--- src/smspdu_pkg.sv ---
`timescale 1ns / 1ps

package smspdu_pkg;

  // Limits on the configured lengths; beyond them the message is rejected.
  localparam logic [3:0] MAX_DIGITS = 4'd11;
  localparam logic [6:0] MAX_CHARS  = 7'd67;

  // Number of digit nibbles the phone register can hold.
  localparam int unsigned PHONE_NIBBLES = 11;

  // Default depth of the command queue between front and back.
  localparam int unsigned CMD_QUEUE_DEPTH = 4;

  // Configuration register indexes.
  localparam logic [2:0] REG_PHONE_DIGITS   = 3'd0;
  localparam logic [2:0] REG_PHONE_LENGTH   = 3'd1;
  localparam logic [2:0] REG_MESSAGE_LENGTH = 3'd2;
  localparam logic [2:0] REG_CONCAT_REF     = 3'd3;
  localparam logic [2:0] REG_PARTS_TOTAL    = 3'd4;
  localparam logic [2:0] REG_PART_INDEX     = 3'd5;

  localparam logic [6:0] CHAR_ZERO = 7'h30;

  // Last nibble index of each fixed-length section.
  localparam logic [4:0] FIXED_LAST = 5'd9;
  localparam logic [4:0] TAIL_LAST  = 5'd5;
  localparam logic [4:0] UDH_LAST   = 5'd11;
  localparam logic [4:0] BODY_LAST  = 5'd3;

  typedef enum logic [1:0] {
    ST_OK         = 2'd0,
    ST_MSG_LONG   = 2'd1,
    ST_PHONE_LONG = 2'd2
  } status_e;

  typedef enum logic [1:0] {
    KIND_HDR  = 2'd0,
    KIND_BODY = 2'd1,
    KIND_ERR  = 2'd2
  } kind_e;

  typedef enum logic [2:0] {
    PH_IDLE   = 3'd0,
    PH_FIXED  = 3'd1,
    PH_DIGITS = 3'd2,
    PH_TAIL   = 3'd3,
    PH_UDH    = 3'd4,
    PH_BODY   = 3'd5,
    PH_ERR    = 3'd6
  } phase_e;

  typedef struct packed {
    logic [43:0] phone_digits;
    logic [3:0]  phone_length;
    logic [6:0]  message_length;
    logic [7:0]  concat_reference;
    logic [7:0]  parts_total;
    logic [7:0]  part_index;
  } cfg_t;

  typedef struct packed {
    kind_e      kind;
    logic [7:0] char_code;
    logic       last;
    status_e    status;
  } cmd_t;

  function automatic logic [6:0] hex_of(input logic [3:0] nib);
    hex_of = (nib < 4'd10) ? (7'h30 + {3'b000, nib}) : (7'h37 + {3'b000, nib});
  endfunction

  // A zero message length counts as one character.
  function automatic logic [6:0] eff_len(input logic [6:0] len);
    eff_len = (len == 7'd0) ? 7'd1 : len;
  endfunction

  // cp1251 to UCS2 without its top nibble, which is always zero.
  function automatic logic [11:0] ucs2_of(input logic [7:0] c);
    if (c == 8'hA8) begin
      ucs2_of = 12'h401;
    end else if (c == 8'hB8) begin
      ucs2_of = 12'h451;
    end else if (c >= 8'hC0) begin
      ucs2_of = {4'h0, c} + 12'h350;
    end else begin
      ucs2_of = {4'h0, c};
    end
  endfunction

endpackage

--- src/smspdu_front.sv ---
`timescale 1ns / 1ps

// Accepts message bytes, tracks the position in the message and turns each
// byte into a command for the back end.
module smspdu_front (
  input  logic               clk_i,
  input  logic               rst_ni,
  input  smspdu_pkg::cfg_t   cfg_i,
  input  logic               in_valid_i,
  output logic               in_ready_o,
  input  logic [7:0]         in_char_i,
  input  logic               q_full_i,
  output logic               q_push_o,
  output smspdu_pkg::cmd_t   q_cmd_o
);

  logic [6:0]          chars_seen_q, chars_seen_d;
  logic                error_latched_q, error_latched_d;
  logic [6:0]          len;
  logic                first, is_last, accept;
  smspdu_pkg::status_e status;

  assign len     = smspdu_pkg::eff_len(cfg_i.message_length);
  assign first   = (chars_seen_q == 7'd0);
  assign is_last = ({1'b0, chars_seen_q} + 8'd1) >= {1'b0, len};

  always_comb begin
    if (cfg_i.phone_length > smspdu_pkg::MAX_DIGITS) begin
      status = smspdu_pkg::ST_PHONE_LONG;
    end else if (len > smspdu_pkg::MAX_CHARS) begin
      status = smspdu_pkg::ST_MSG_LONG;
    end else begin
      status = smspdu_pkg::ST_OK;
    end
  end

  assign in_ready_o = !q_full_i;
  assign accept     = in_valid_i && in_ready_o;

  // Bytes of a rejected message are swallowed without a command.
  assign q_push_o = accept && (first || !error_latched_q);

  always_comb begin
    q_cmd_o.char_code = in_char_i;
    q_cmd_o.last      = is_last;
    q_cmd_o.status    = smspdu_pkg::ST_OK;
    if (!first) begin
      q_cmd_o.kind = smspdu_pkg::KIND_BODY;
    end else if (status != smspdu_pkg::ST_OK) begin
      q_cmd_o.kind   = smspdu_pkg::KIND_ERR;
      q_cmd_o.status = status;
    end else begin
      q_cmd_o.kind = smspdu_pkg::KIND_HDR;
    end
  end

  always_comb begin
    chars_seen_d    = chars_seen_q;
    error_latched_d = error_latched_q;
    if (accept) begin
      if (is_last) begin
        chars_seen_d    = 7'd0;
        error_latched_d = 1'b0;
      end else begin
        chars_seen_d = chars_seen_q + 7'd1;
        if (first) begin
          error_latched_d = (status != smspdu_pkg::ST_OK);
        end
      end
    end
  end

  always_ff @(posedge clk_i or negedge rst_ni) begin
    if (!rst_ni) begin
      chars_seen_q    <= 7'd0;
      error_latched_q <= 1'b0;
    end else begin
      chars_seen_q    <= chars_seen_d;
      error_latched_q <= error_latched_d;
    end
  end

endmodule

--- src/smspdu_queue.sv ---
`timescale 1ns / 1ps

// Small command FIFO between the front and the back end.
module smspdu_queue #(
  parameter int unsigned DEPTH = smspdu_pkg::CMD_QUEUE_DEPTH
) (
  input  logic             clk_i,
  input  logic             rst_ni,
  input  logic             push_i,
  input  smspdu_pkg::cmd_t push_cmd_i,
  output logic             full_o,
  input  logic             pop_i,
  output logic             valid_o,
  output smspdu_pkg::cmd_t pop_cmd_o
);

  localparam int unsigned PTR_W = (DEPTH > 1) ? $clog2(DEPTH) : 1;
  localparam int unsigned CNT_W = $clog2(DEPTH + 1);
  localparam logic [PTR_W-1:0] PTR_LAST = PTR_W'(DEPTH - 1);
  localparam logic [CNT_W-1:0] CNT_FULL = CNT_W'(DEPTH);

  smspdu_pkg::cmd_t  entries_q [DEPTH];
  logic [PTR_W-1:0]  wr_ptr_q, wr_ptr_d, rd_ptr_q, rd_ptr_d;
  logic [CNT_W-1:0]  count_q, count_d;
  logic              do_push, do_pop;

  assign full_o    = (count_q == CNT_FULL);
  assign valid_o   = (count_q != '0);
  assign pop_cmd_o = entries_q[rd_ptr_q];
  assign do_push   = push_i && !full_o;
  assign do_pop    = pop_i && valid_o;

  always_comb begin
    wr_ptr_d = wr_ptr_q;
    rd_ptr_d = rd_ptr_q;
    count_d  = count_q;
    if (do_push) begin
      wr_ptr_d = (wr_ptr_q == PTR_LAST) ? '0 : wr_ptr_q + PTR_W'(1);
    end
    if (do_pop) begin
      rd_ptr_d = (rd_ptr_q == PTR_LAST) ? '0 : rd_ptr_q + PTR_W'(1);
    end
    if (do_push && !do_pop) begin
      count_d = count_q + CNT_W'(1);
    end else if (do_pop && !do_push) begin
      count_d = count_q - CNT_W'(1);
    end
  end

  always_ff @(posedge clk_i or negedge rst_ni) begin
    if (!rst_ni) begin
      wr_ptr_q <= '0;
      rd_ptr_q <= '0;
      count_q  <= '0;
    end else begin
      wr_ptr_q <= wr_ptr_d;
      rd_ptr_q <= rd_ptr_d;
      count_q  <= count_d;
    end
  end

  always_ff @(posedge clk_i) begin
    if (do_push) begin
      entries_q[wr_ptr_q] <= push_cmd_i;
    end
  end

endmodule

--- src/smspdu_back.sv ---
`timescale 1ns / 1ps

// Walks the PDU one hex character per cycle, while the output is not stalled,
// for each command and drives the registered output stage.
module smspdu_back (
  input  logic             clk_i,
  input  logic             rst_ni,
  input  smspdu_pkg::cfg_t cfg_i,
  input  logic             q_valid_i,
  input  smspdu_pkg::cmd_t q_cmd_i,
  output logic             q_pop_o,
  output logic             out_valid_o,
  input  logic             out_ready_i,
  output logic [6:0]       out_char_o,
  output logic             out_last_o,
  output logic [1:0]       out_status_o
);

  smspdu_pkg::phase_e phase_q, phase_d;
  logic [4:0]         cnt_q, cnt_d;
  smspdu_pkg::cmd_t   cur_q;

  logic               out_valid_q;
  logic [6:0]         out_char_q;
  logic               out_last_q;
  logic [1:0]         out_status_q;

  logic               emit, done;
  logic [3:0]         nib;
  logic [6:0]         char_c;
  logic               last_c;
  logic [1:0]         status_c;

  logic               concat;
  logic [4:0]         n_digit_chars;
  logic [7:0]         udl;
  logic [11:0]        ucs2;
  logic [3:0]         digit_idx;
  logic [3:0]         digit_nib;
  logic [43:0]        digit_shift;

  assign concat        = (cfg_i.parts_total != 8'd0);
  assign n_digit_chars = ({1'b0, cfg_i.phone_length} + 5'd1) & 5'b11110;
  assign udl           = {smspdu_pkg::eff_len(cfg_i.message_length), 1'b0}
                         + (concat ? 8'd6 : 8'd0);
  assign ucs2          = smspdu_pkg::ucs2_of(cur_q.char_code);

  // Digits go out swapped in pairs; positions past the count read as F.
  assign digit_idx   = cnt_q[3:0] ^ 4'd1;
  assign digit_shift = cfg_i.phone_digits >> {digit_idx, 2'b00};
  always_comb begin
    if (digit_idx >= cfg_i.phone_length) begin
      digit_nib = 4'hF;
    end else if (digit_idx >= 4'(smspdu_pkg::PHONE_NIBBLES)) begin
      digit_nib = 4'h0;
    end else begin
      digit_nib = digit_shift[3:0];
    end
  end

  assign emit = (phase_q != smspdu_pkg::PH_IDLE) && (!out_valid_q || out_ready_i);

  // Output decode for the current phase and position.
  always_comb begin
    nib      = 4'h0;
    last_c   = 1'b0;
    status_c = smspdu_pkg::ST_OK;
    done     = 1'b0;
    unique case (phase_q)
      smspdu_pkg::PH_FIXED: begin
        case (cnt_q)
          5'd2:    nib = concat ? 4'h4 : 4'h0;
          5'd3:    nib = 4'h1;
          5'd7:    nib = cfg_i.phone_length;
          5'd8:    nib = 4'h9;
          5'd9:    nib = 4'h1;
          default: nib = 4'h0;
        endcase
      end
      smspdu_pkg::PH_DIGITS: nib = digit_nib;
      smspdu_pkg::PH_TAIL: begin
        case (cnt_q)
          5'd3:    nib = 4'h8;
          5'd4:    nib = udl[7:4];
          5'd5:    nib = udl[3:0];
          default: nib = 4'h0;
        endcase
      end
      smspdu_pkg::PH_UDH: begin
        case (cnt_q)
          5'd1:    nib = 4'h5;
          5'd5:    nib = 4'h3;
          5'd6:    nib = cfg_i.concat_reference[7:4];
          5'd7:    nib = cfg_i.concat_reference[3:0];
          5'd8:    nib = cfg_i.parts_total[7:4];
          5'd9:    nib = cfg_i.parts_total[3:0];
          5'd10:   nib = cfg_i.part_index[7:4];
          5'd11:   nib = cfg_i.part_index[3:0];
          default: nib = 4'h0;
        endcase
      end
      smspdu_pkg::PH_BODY: begin
        case (cnt_q)
          5'd1:    nib = ucs2[11:8];
          5'd2:    nib = ucs2[7:4];
          5'd3:    nib = ucs2[3:0];
          default: nib = 4'h0;
        endcase
        done   = (cnt_q == smspdu_pkg::BODY_LAST);
        last_c = done && cur_q.last;
      end
      smspdu_pkg::PH_ERR: begin
        last_c   = 1'b1;
        status_c = cur_q.status;
        done     = 1'b1;
      end
      default: ;
    endcase
    char_c = (phase_q == smspdu_pkg::PH_ERR) ? smspdu_pkg::CHAR_ZERO : smspdu_pkg::hex_of(nib);
  end

  assign q_pop_o = q_valid_i && ((phase_q == smspdu_pkg::PH_IDLE) || (emit && done));

  // Phase sequencing.
  always_comb begin
    phase_d = phase_q;
    cnt_d   = cnt_q;
    if (emit) begin
      cnt_d = cnt_q + 5'd1;
      unique case (phase_q)
        smspdu_pkg::PH_FIXED: begin
          if (cnt_q == smspdu_pkg::FIXED_LAST) begin
            cnt_d   = 5'd0;
            phase_d = (n_digit_chars == 5'd0) ? smspdu_pkg::PH_TAIL : smspdu_pkg::PH_DIGITS;
          end
        end
        smspdu_pkg::PH_DIGITS: begin
          if (cnt_q == n_digit_chars - 5'd1) begin
            cnt_d   = 5'd0;
            phase_d = smspdu_pkg::PH_TAIL;
          end
        end
        smspdu_pkg::PH_TAIL: begin
          if (cnt_q == smspdu_pkg::TAIL_LAST) begin
            cnt_d   = 5'd0;
            phase_d = concat ? smspdu_pkg::PH_UDH : smspdu_pkg::PH_BODY;
          end
        end
        smspdu_pkg::PH_UDH: begin
          if (cnt_q == smspdu_pkg::UDH_LAST) begin
            cnt_d   = 5'd0;
            phase_d = smspdu_pkg::PH_BODY;
          end
        end
        smspdu_pkg::PH_BODY,
        smspdu_pkg::PH_ERR: begin
          if (done) begin
            cnt_d   = 5'd0;
            phase_d = smspdu_pkg::PH_IDLE;
          end
        end
        default: ;
      endcase
    end
    if (q_pop_o) begin
      cnt_d = 5'd0;
      unique case (q_cmd_i.kind)
        smspdu_pkg::KIND_HDR:  phase_d = smspdu_pkg::PH_FIXED;
        smspdu_pkg::KIND_BODY: phase_d = smspdu_pkg::PH_BODY;
        smspdu_pkg::KIND_ERR:  phase_d = smspdu_pkg::PH_ERR;
        default:               phase_d = smspdu_pkg::PH_IDLE;
      endcase
    end
  end

  always_ff @(posedge clk_i or negedge rst_ni) begin
    if (!rst_ni) begin
      phase_q     <= smspdu_pkg::PH_IDLE;
      cnt_q       <= 5'd0;
      out_valid_q <= 1'b0;
    end else begin
      phase_q <= phase_d;
      cnt_q   <= cnt_d;
      if (emit) begin
        out_valid_q <= 1'b1;
      end else if (out_ready_i) begin
        out_valid_q <= 1'b0;
      end
    end
  end

  always_ff @(posedge clk_i) begin
    if (q_pop_o) begin
      cur_q <= q_cmd_i;
    end
    if (emit) begin
      out_char_q   <= char_c;
      out_last_q   <= last_c;
      out_status_q <= status_c;
    end
  end

  assign out_valid_o  = out_valid_q;
  assign out_char_o   = out_char_q;
  assign out_last_o   = out_last_q;
  assign out_status_o = out_status_q;

endmodule

--- src/sms_submit_pdu_hex_encoder_unit.sv ---
`timescale 1ns / 1ps

// SMS-SUBMIT PDU encoder with UCS2 payload and uppercase hex ASCII output.
// The slave stream takes one cp1251 message byte per word. The master stream
// gives one hex character per word; tlast marks the final character of the
// PDU or an error word, and tuser carries the status (0 ok, 1 message too
// long, 2 phone number too long). Configuration is written through a plain
// write port (enable, index, data); the user must write it only while no
// message is in flight; the block does not enforce this. The first byte of a
// message produces the header (16 to 40 characters, depending on the digit
// count and whether the part is concatenated) followed by that byte's four
// UCS2 characters; each further byte produces four characters. A rejected
// message yields one error word; its remaining bytes are taken and dropped.
// Throughput is one character per cycle while the output is not stalled,
// set by the back-end sequencer that emits one nibble a cycle. Each byte goes
// through the queue, the phase register and the output register to the output.
// A command queue between the front end and the sequencer lets input bytes
// be taken while the output is stalled; when it fills, s_axis_tready falls.
// A held output word stays stable until m_axis_tready is seen high.
// Reset clears the message position, the queue and the output stage, and
// loads the configuration defaults (11 digits, length 1, reference 1).
module sms_submit_pdu_hex_encoder_unit #(
  parameter int unsigned QUEUE_DEPTH = smspdu_pkg::CMD_QUEUE_DEPTH
) (
  input  logic        clk_i,
  input  logic        rst_ni,
  input  logic        s_axis_tvalid,
  output logic        s_axis_tready,
  input  logic [7:0]  s_axis_tdata,   // [7:0] char_code
  output logic        m_axis_tvalid,
  input  logic        m_axis_tready,
  output logic [7:0]  m_axis_tdata,   // [6:0] hex_char, [7] zero
  output logic        m_axis_tlast,
  output logic [1:0]  m_axis_tuser,   // [1:0] status
  input  logic        cfg_we_i,
  input  logic [2:0]  cfg_index_i,
  input  logic [43:0] cfg_wdata_i
);

  smspdu_pkg::cfg_t cfg_q;
  smspdu_pkg::cmd_t push_cmd, pop_cmd;
  logic             q_push, q_full, q_pop, q_valid;
  logic [6:0]       out_char;

  // Configuration registers.
  always_ff @(posedge clk_i or negedge rst_ni) begin
    if (!rst_ni) begin
      cfg_q.phone_digits     <= 44'd0;
      cfg_q.phone_length     <= 4'd11;
      cfg_q.message_length   <= 7'd1;
      cfg_q.concat_reference <= 8'd1;
      cfg_q.parts_total      <= 8'd0;
      cfg_q.part_index       <= 8'd0;
    end else if (cfg_we_i) begin
      case (cfg_index_i)
        smspdu_pkg::REG_PHONE_DIGITS:   cfg_q.phone_digits     <= cfg_wdata_i;
        smspdu_pkg::REG_PHONE_LENGTH:   cfg_q.phone_length     <= cfg_wdata_i[3:0];
        smspdu_pkg::REG_MESSAGE_LENGTH: cfg_q.message_length   <= cfg_wdata_i[6:0];
        smspdu_pkg::REG_CONCAT_REF:     cfg_q.concat_reference <= cfg_wdata_i[7:0];
        smspdu_pkg::REG_PARTS_TOTAL:    cfg_q.parts_total      <= cfg_wdata_i[7:0];
        smspdu_pkg::REG_PART_INDEX:     cfg_q.part_index       <= cfg_wdata_i[7:0];
        default: ;
      endcase
    end
  end

  // The front end classifies each byte as header, body, error or drop.
  smspdu_front u_front (
    .clk_i      (clk_i),
    .rst_ni     (rst_ni),
    .cfg_i      (cfg_q),
    .in_valid_i (s_axis_tvalid),
    .in_ready_o (s_axis_tready),
    .in_char_i  (s_axis_tdata),
    .q_full_i   (q_full),
    .q_push_o   (q_push),
    .q_cmd_o    (push_cmd)
  );

  smspdu_queue #(
    .DEPTH (QUEUE_DEPTH)
  ) u_queue (
    .clk_i      (clk_i),
    .rst_ni     (rst_ni),
    .push_i     (q_push),
    .push_cmd_i (push_cmd),
    .full_o     (q_full),
    .pop_i      (q_pop),
    .valid_o    (q_valid),
    .pop_cmd_o  (pop_cmd)
  );

  // The back end expands each command into hex characters.
  smspdu_back u_back (
    .clk_i        (clk_i),
    .rst_ni       (rst_ni),
    .cfg_i        (cfg_q),
    .q_valid_i    (q_valid),
    .q_cmd_i      (pop_cmd),
    .q_pop_o      (q_pop),
    .out_valid_o  (m_axis_tvalid),
    .out_ready_i  (m_axis_tready),
    .out_char_o   (out_char),
    .out_last_o   (m_axis_tlast),
    .out_status_o (m_axis_tuser)
  );

  assign m_axis_tdata = {1'b0, out_char};

  // The front end never pushes into a full queue.
  a_no_push_when_full : assert property (@(posedge clk_i) disable iff (!rst_ni)
    q_push |-> !q_full)
    else $error("command pushed into full queue");

  // An error word is always a lone '0' that closes the message.
  a_error_word : assert property (@(posedge clk_i) disable iff (!rst_ni)
    (m_axis_tvalid && m_axis_tuser != smspdu_pkg::ST_OK) |->
      (m_axis_tlast && m_axis_tdata[6:0] == smspdu_pkg::CHAR_ZERO))
    else $error("error word malformed");

  // Every character is an uppercase hex digit.
  a_hex_range : assert property (@(posedge clk_i) disable iff (!rst_ni)
    m_axis_tvalid |->
      ((m_axis_tdata[6:0] >= 7'h30 && m_axis_tdata[6:0] <= 7'h39) ||
       (m_axis_tdata[6:0] >= 7'h41 && m_axis_tdata[6:0] <= 7'h46)))
    else $error("output is not a hex digit");

  // Popping requires a queued command.
  a_pop_valid : assert property (@(posedge clk_i) disable iff (!rst_ni)
    q_pop |-> q_valid)
    else $error("pop from empty queue");

endmodule

--- config.mk ---
export PLATFORM = sky130hd
export DESIGN_NAME = sms_submit_pdu_hex_encoder_unit
export DESIGN_NICKNAME = d
export VERILOG_FILES = /design/src/smspdu_pkg.sv /design/src/smspdu_front.sv /design/src/smspdu_queue.sv /design/src/smspdu_back.sv /design/src/sms_submit_pdu_hex_encoder_unit.sv
export SDC_FILE = /design/constraint.sdc
export NUM_CORES = 1
export LEC_CHECK = 0
export ABC_AREA = 1
export BUFFER_PORTS_ARGS = -buffer_cell sky130_fd_sc_hd__buf_2
export CAP_MARGIN = 20
export CORE_ASPECT_RATIO = 1.4
export CORE_MARGIN = 10
export CORE_UTILIZATION = 45
export DETAILED_ROUTE_END_ITERATION = 8
export GPL_ROUTABILITY_DRIVEN = 0
export PLACE_DENSITY = 0.75
export SLEW_MARGIN = 20
export SYNTH_ARGS = -nofsm -noshare
export SYNTH_HDL_FRONTEND = slang
export SYNTH_HIERARCHICAL = 1
export SYNTH_SLANG_ARGS = --single-unit
--- constraint.sdc ---
create_clock -name clk_i -period 3 [get_ports clk_i]
set_clock_uncertainty 0.15 [all_clocks]
set_input_delay 0.6 -clock clk_i [delete_from_list [all_inputs] [get_ports clk_i]]
set_output_delay 0.6 -clock clk_i [all_outputs]
set_load 0.05 [all_outputs]
==> metrics.md <==
| Metric | Value |
|---|---|
| Cell taking the most area after synthesis | dfrtp_1 |
| Most frequent cell after synthesis | nand2_1 |
| Post-Place Cells | 1568 |
| Type of origin of the critical path | register |
| Placed cell area | 10500 um^2 |
| Maximum net fanout on the critical path | 3 |
| Sw Pwr | 4.30 mW |
| Number of flops mapped to enable cells by yosys | 73 |
| Arrival time at the worst endpoint | 3.09 ns |
| Antenna violations before repair | 0 |
| Tot GR Track Use | 16.5% |
| Ys async rst share | 58.5% |
| Pin count of the biggest net entering global routing | 45 |
| Leakage power | 5.65 nW |
| CTS root buf | clkbuf_16 |
| Drt wl/cell | 15.0 um |
| CTS sink cnt | 176 |
| Total CTS buffers | 17 |
| Main area contributors after synthesis | dfrtp_1, edfxtp_1, nand2_1 |
| Syn Std Cell Area | 9970 um^2 |
| Comb pwr share | 41.7% |
| Max incr delay on CP | 0.39 ns |
| Seq cells post-synth | 176 |
| Max-slew headroom | 60.6% |
| Worst setup margin | -0.0424 ns |
| Clk Latency, worst-skew pair | 0.44 ns |
| Worst Tran Pin Value | 0.592 ns |
| Sw Share | 42.8% |
| Final min period | 3.04 ns |
| Failing checks | setup timing |
| DP Worst Slack | 0.0155 ns |
| Req. time, crit path | 3.05 ns |
| Worst Setup SP | cfg_q[30] |
| Status | finished with violations |
| CTS tree | built |
| Final instance area | 11200 um^2 |
| Net count after synthesis | 1314 |
| Routed vias/inst | 5.10 |
| Core ar. | 21900 um^2 |
| Global-route wire length before repair | 38.8 mm |
| Clock share of power | 21.9% |
| Diode count | 0 |
| H-tree Lvls | 4 |
| Peak VDD IR | 0.000584 V |
| Unique masters post-synth | 47 |
| Max-slew violation count | 0 |
| RR Startpoint | cfg_q[30] |
| Fmax | 329 MHz |
| Syn Area/Cell | 8.18 um^2 |
| Top_reg_cell synth | dfrtp_1 |
| Post-synth top area share | 24.6% |
| Int Power | 5.76 mW |
| RSZ-0062 raised after global routing | yes |
| IO buf count | 71 |
| Row count | 64 |
| Synth warnings | 6 |
| Crit-path cells | nor3_2 -> a31o_2 -> ha_4 -> inv_2 -> fa_2 -> inv_2 -> nand4_1 -> buf_4 -> nor2_1 -> nand2_1 -> nand3_1 -> nand3b_1 -> nor2_2 -> nand2_2 -> inv_2 -> a21oi_2 -> nand2_1 -> nand2_1 |
| Routed Antenna Nets | 0 |
| Clock buffer depth | 2 |
| Final setup vio count | 2 |
| Most frequent cells after synthesis | nand2_1, inv_1, nand3_1, dfrtp_1 |
| Total congestion overflow | 0 |
| Area grow syn2layout | 12.8% |
| Sequential-to-total area share from yosys stat | 47.9% |
| Fin cells | 1608 |
| Pre-Repair DR Iteration Count | 8 |
| Initial DRC count | 509 |
| CP max-delay cell | dfrtp_1 |
| Hold WC Path Type | input port to async pin |
| Clk pin slew, worst setup/hold paths | 0.07 ns |
| DP Wirelength | 17.6 mm |
| Layout cell share with drive strength beyond 1 | 18.1% |
| Cells after synthesis | 1218 |
| # nets final | 1394 |
| Final Hold Viols | 0 |
| Area of the die | 28600 um^2 |
| Pwr Total | 10.1 mW |
| WL final | 24.1 mm |
| I/O pin count | 73 |
| Critical Path End Type | register |
| Horiz. Die Dim | 146 um |
| Vias in the first global route | 8085 |
| Critical path class | register to register |
| Share of power burned in registers | 36.4% |
| Die height | 196 um |
| DRC Markers | 0 |
| Total vias in the final route | 8200 |
| Tcrit/Tclk final | 101% |
| Max cap viols | 0 |
| Cts hold-fix bufs | 0 |
| PD cells | 895 nW/um^2 |
| Initial cell density of the core | 45.6% |
final timing paths:
path / to / cells after the start / slack (ns)
worst max-delay path: u_back/out_char_o[2] / 18 / -0.04
worst min-delay path: cfg_q[75] / 1 / 0.008
worst max register to register: u_back/out_char_o[2] / 18 / -0.04
worst min register to register: cfg_q[35] / 2 / 0.32
max in group asynchronous: cfg_q[16] / 2 / 1.93
min in group clk_i: u_queue/entries_q[2][4] / 1 / 0.22
flip-flops by register name, summed over array words and instances (netlist names):
signal / flops
cfg_q: 79
u_back/cnt_q: 5
u_back/cur_q: 11
u_back/out_char_o: 7
u_back/out_last_o: 1
u_back/out_status_o: 2
u_back/out_valid_o: 1
u_back/phase_q: 3
u_front/chars_seen_q: 7
u_front/error_latched_q: 1
u_queue/count_q: 3
u_queue/entries_q: 52
u_queue/rd_ptr_q: 2
u_queue/wr_ptr_q: 2
logic make-up (layout without fill, tap and decap cells):
group,count (synthesis),in the layout,synth area share (%)
flip-flops,176,176,47.9
buffers and inverters,186,279,8.94
AND/OR/NAND/NOR,709,709,30.5
AO/OA/AOI/OAI,98,98,6.86
adder cells (fa/ha/maj),36,36,4.67
XOR/XNOR,12,12,1.05
other,1,1,0.0376
per-stage QoR:
| stage | hold slack [ns] | setup TNS [ns] | utilization (%) |
|---|---|---|---|
| 2_1_floorplan | 0.154 | 0 | - |
| 3_3_place_gp | 0.298 | 0 | 48.3 |
| 3_5_place_dp | 0.308 | 0 | 48.3 |
| 4_1_cts | 0.0227 | 0 | 50.9 |
| 5_1_grt | 0.0540 | -0.382 | 51.4 |
| 6_report | 0.00787 | -0.0777 | 51.4 |
power by group through the flow:
stage / sequential (mW) / combinational [mW] / clock, mW
after global routing: 3.73 / 4.73 / 2.34
after floorplan: 3.83 / 2.94 / 0
final: 3.66 / 4.20 / 2.20
after detailed placement: 3.70 / 4.09 / 0
after CTS: 3.66 / 4.12 / 2.23
after global placement: 3.68 / 3.97 / 0
worst max-delay path, delay by kind of cell, from the launching register on:
kind | cells | cell delay, ns
compound gates | 2 | 0.25
fa+ha+maj | 2 | 0.50
buf+inv | 4 | 0.37
flops | 1 | 0.39
simple gates | 10 | 1.13
timing repair:
action | 4_1_cts | 5_1_grt
gates resized for setup | 0 | 19
buffers inserted | 0 | 8
endpoints found under the setup margin | 0 | 7
routing by layer:
metal	part of all wire (%)	vias to the layer above	track usage, %
met5	0	-	0
met4	4.3	0	9.50
met3	4.6	71	3.16
met2	52	252	29.9
met1	39	3828	17.6
li1	-	4049	-
cell usage in the layout, fill, tap and decap left out, types with 3 or more instances in the layout:
master / instances
buf_4: 35
o21bai_1: 5
nand2_1: 460
nand3_1: 115
xor2_1: 11
o211ai_1: 16
nor2_2: 13
buf_2: 70
dfstp_2: 5
nor2_1: 69
edfxtp_1: 73
nand4_1: 11
a21oi_1: 14
o22ai_1: 3
nor2_4: 9
nand3_2: 3
inv_8: 9
inv_2: 22
ha_1: 32
nand2_4: 5
dfrtp_1: 98
a21oi_2: 4
nor3_1: 3
o21ai_0: 31
inv_1: 118
o211ai_2: 12
nand2_2: 12
o21ai_2: 7
clkbuf_16: 17
layout make-up:
cell class,count,area (um^2)
timing repair buffer,106,633
tap,297,372
clock inverter,14,153
sequential,176,4780
fill,2012,10600
clock buffer,18,429
inverter,141,529
multi-input combinational,856,4350
(Power assumes the default switching activity.)
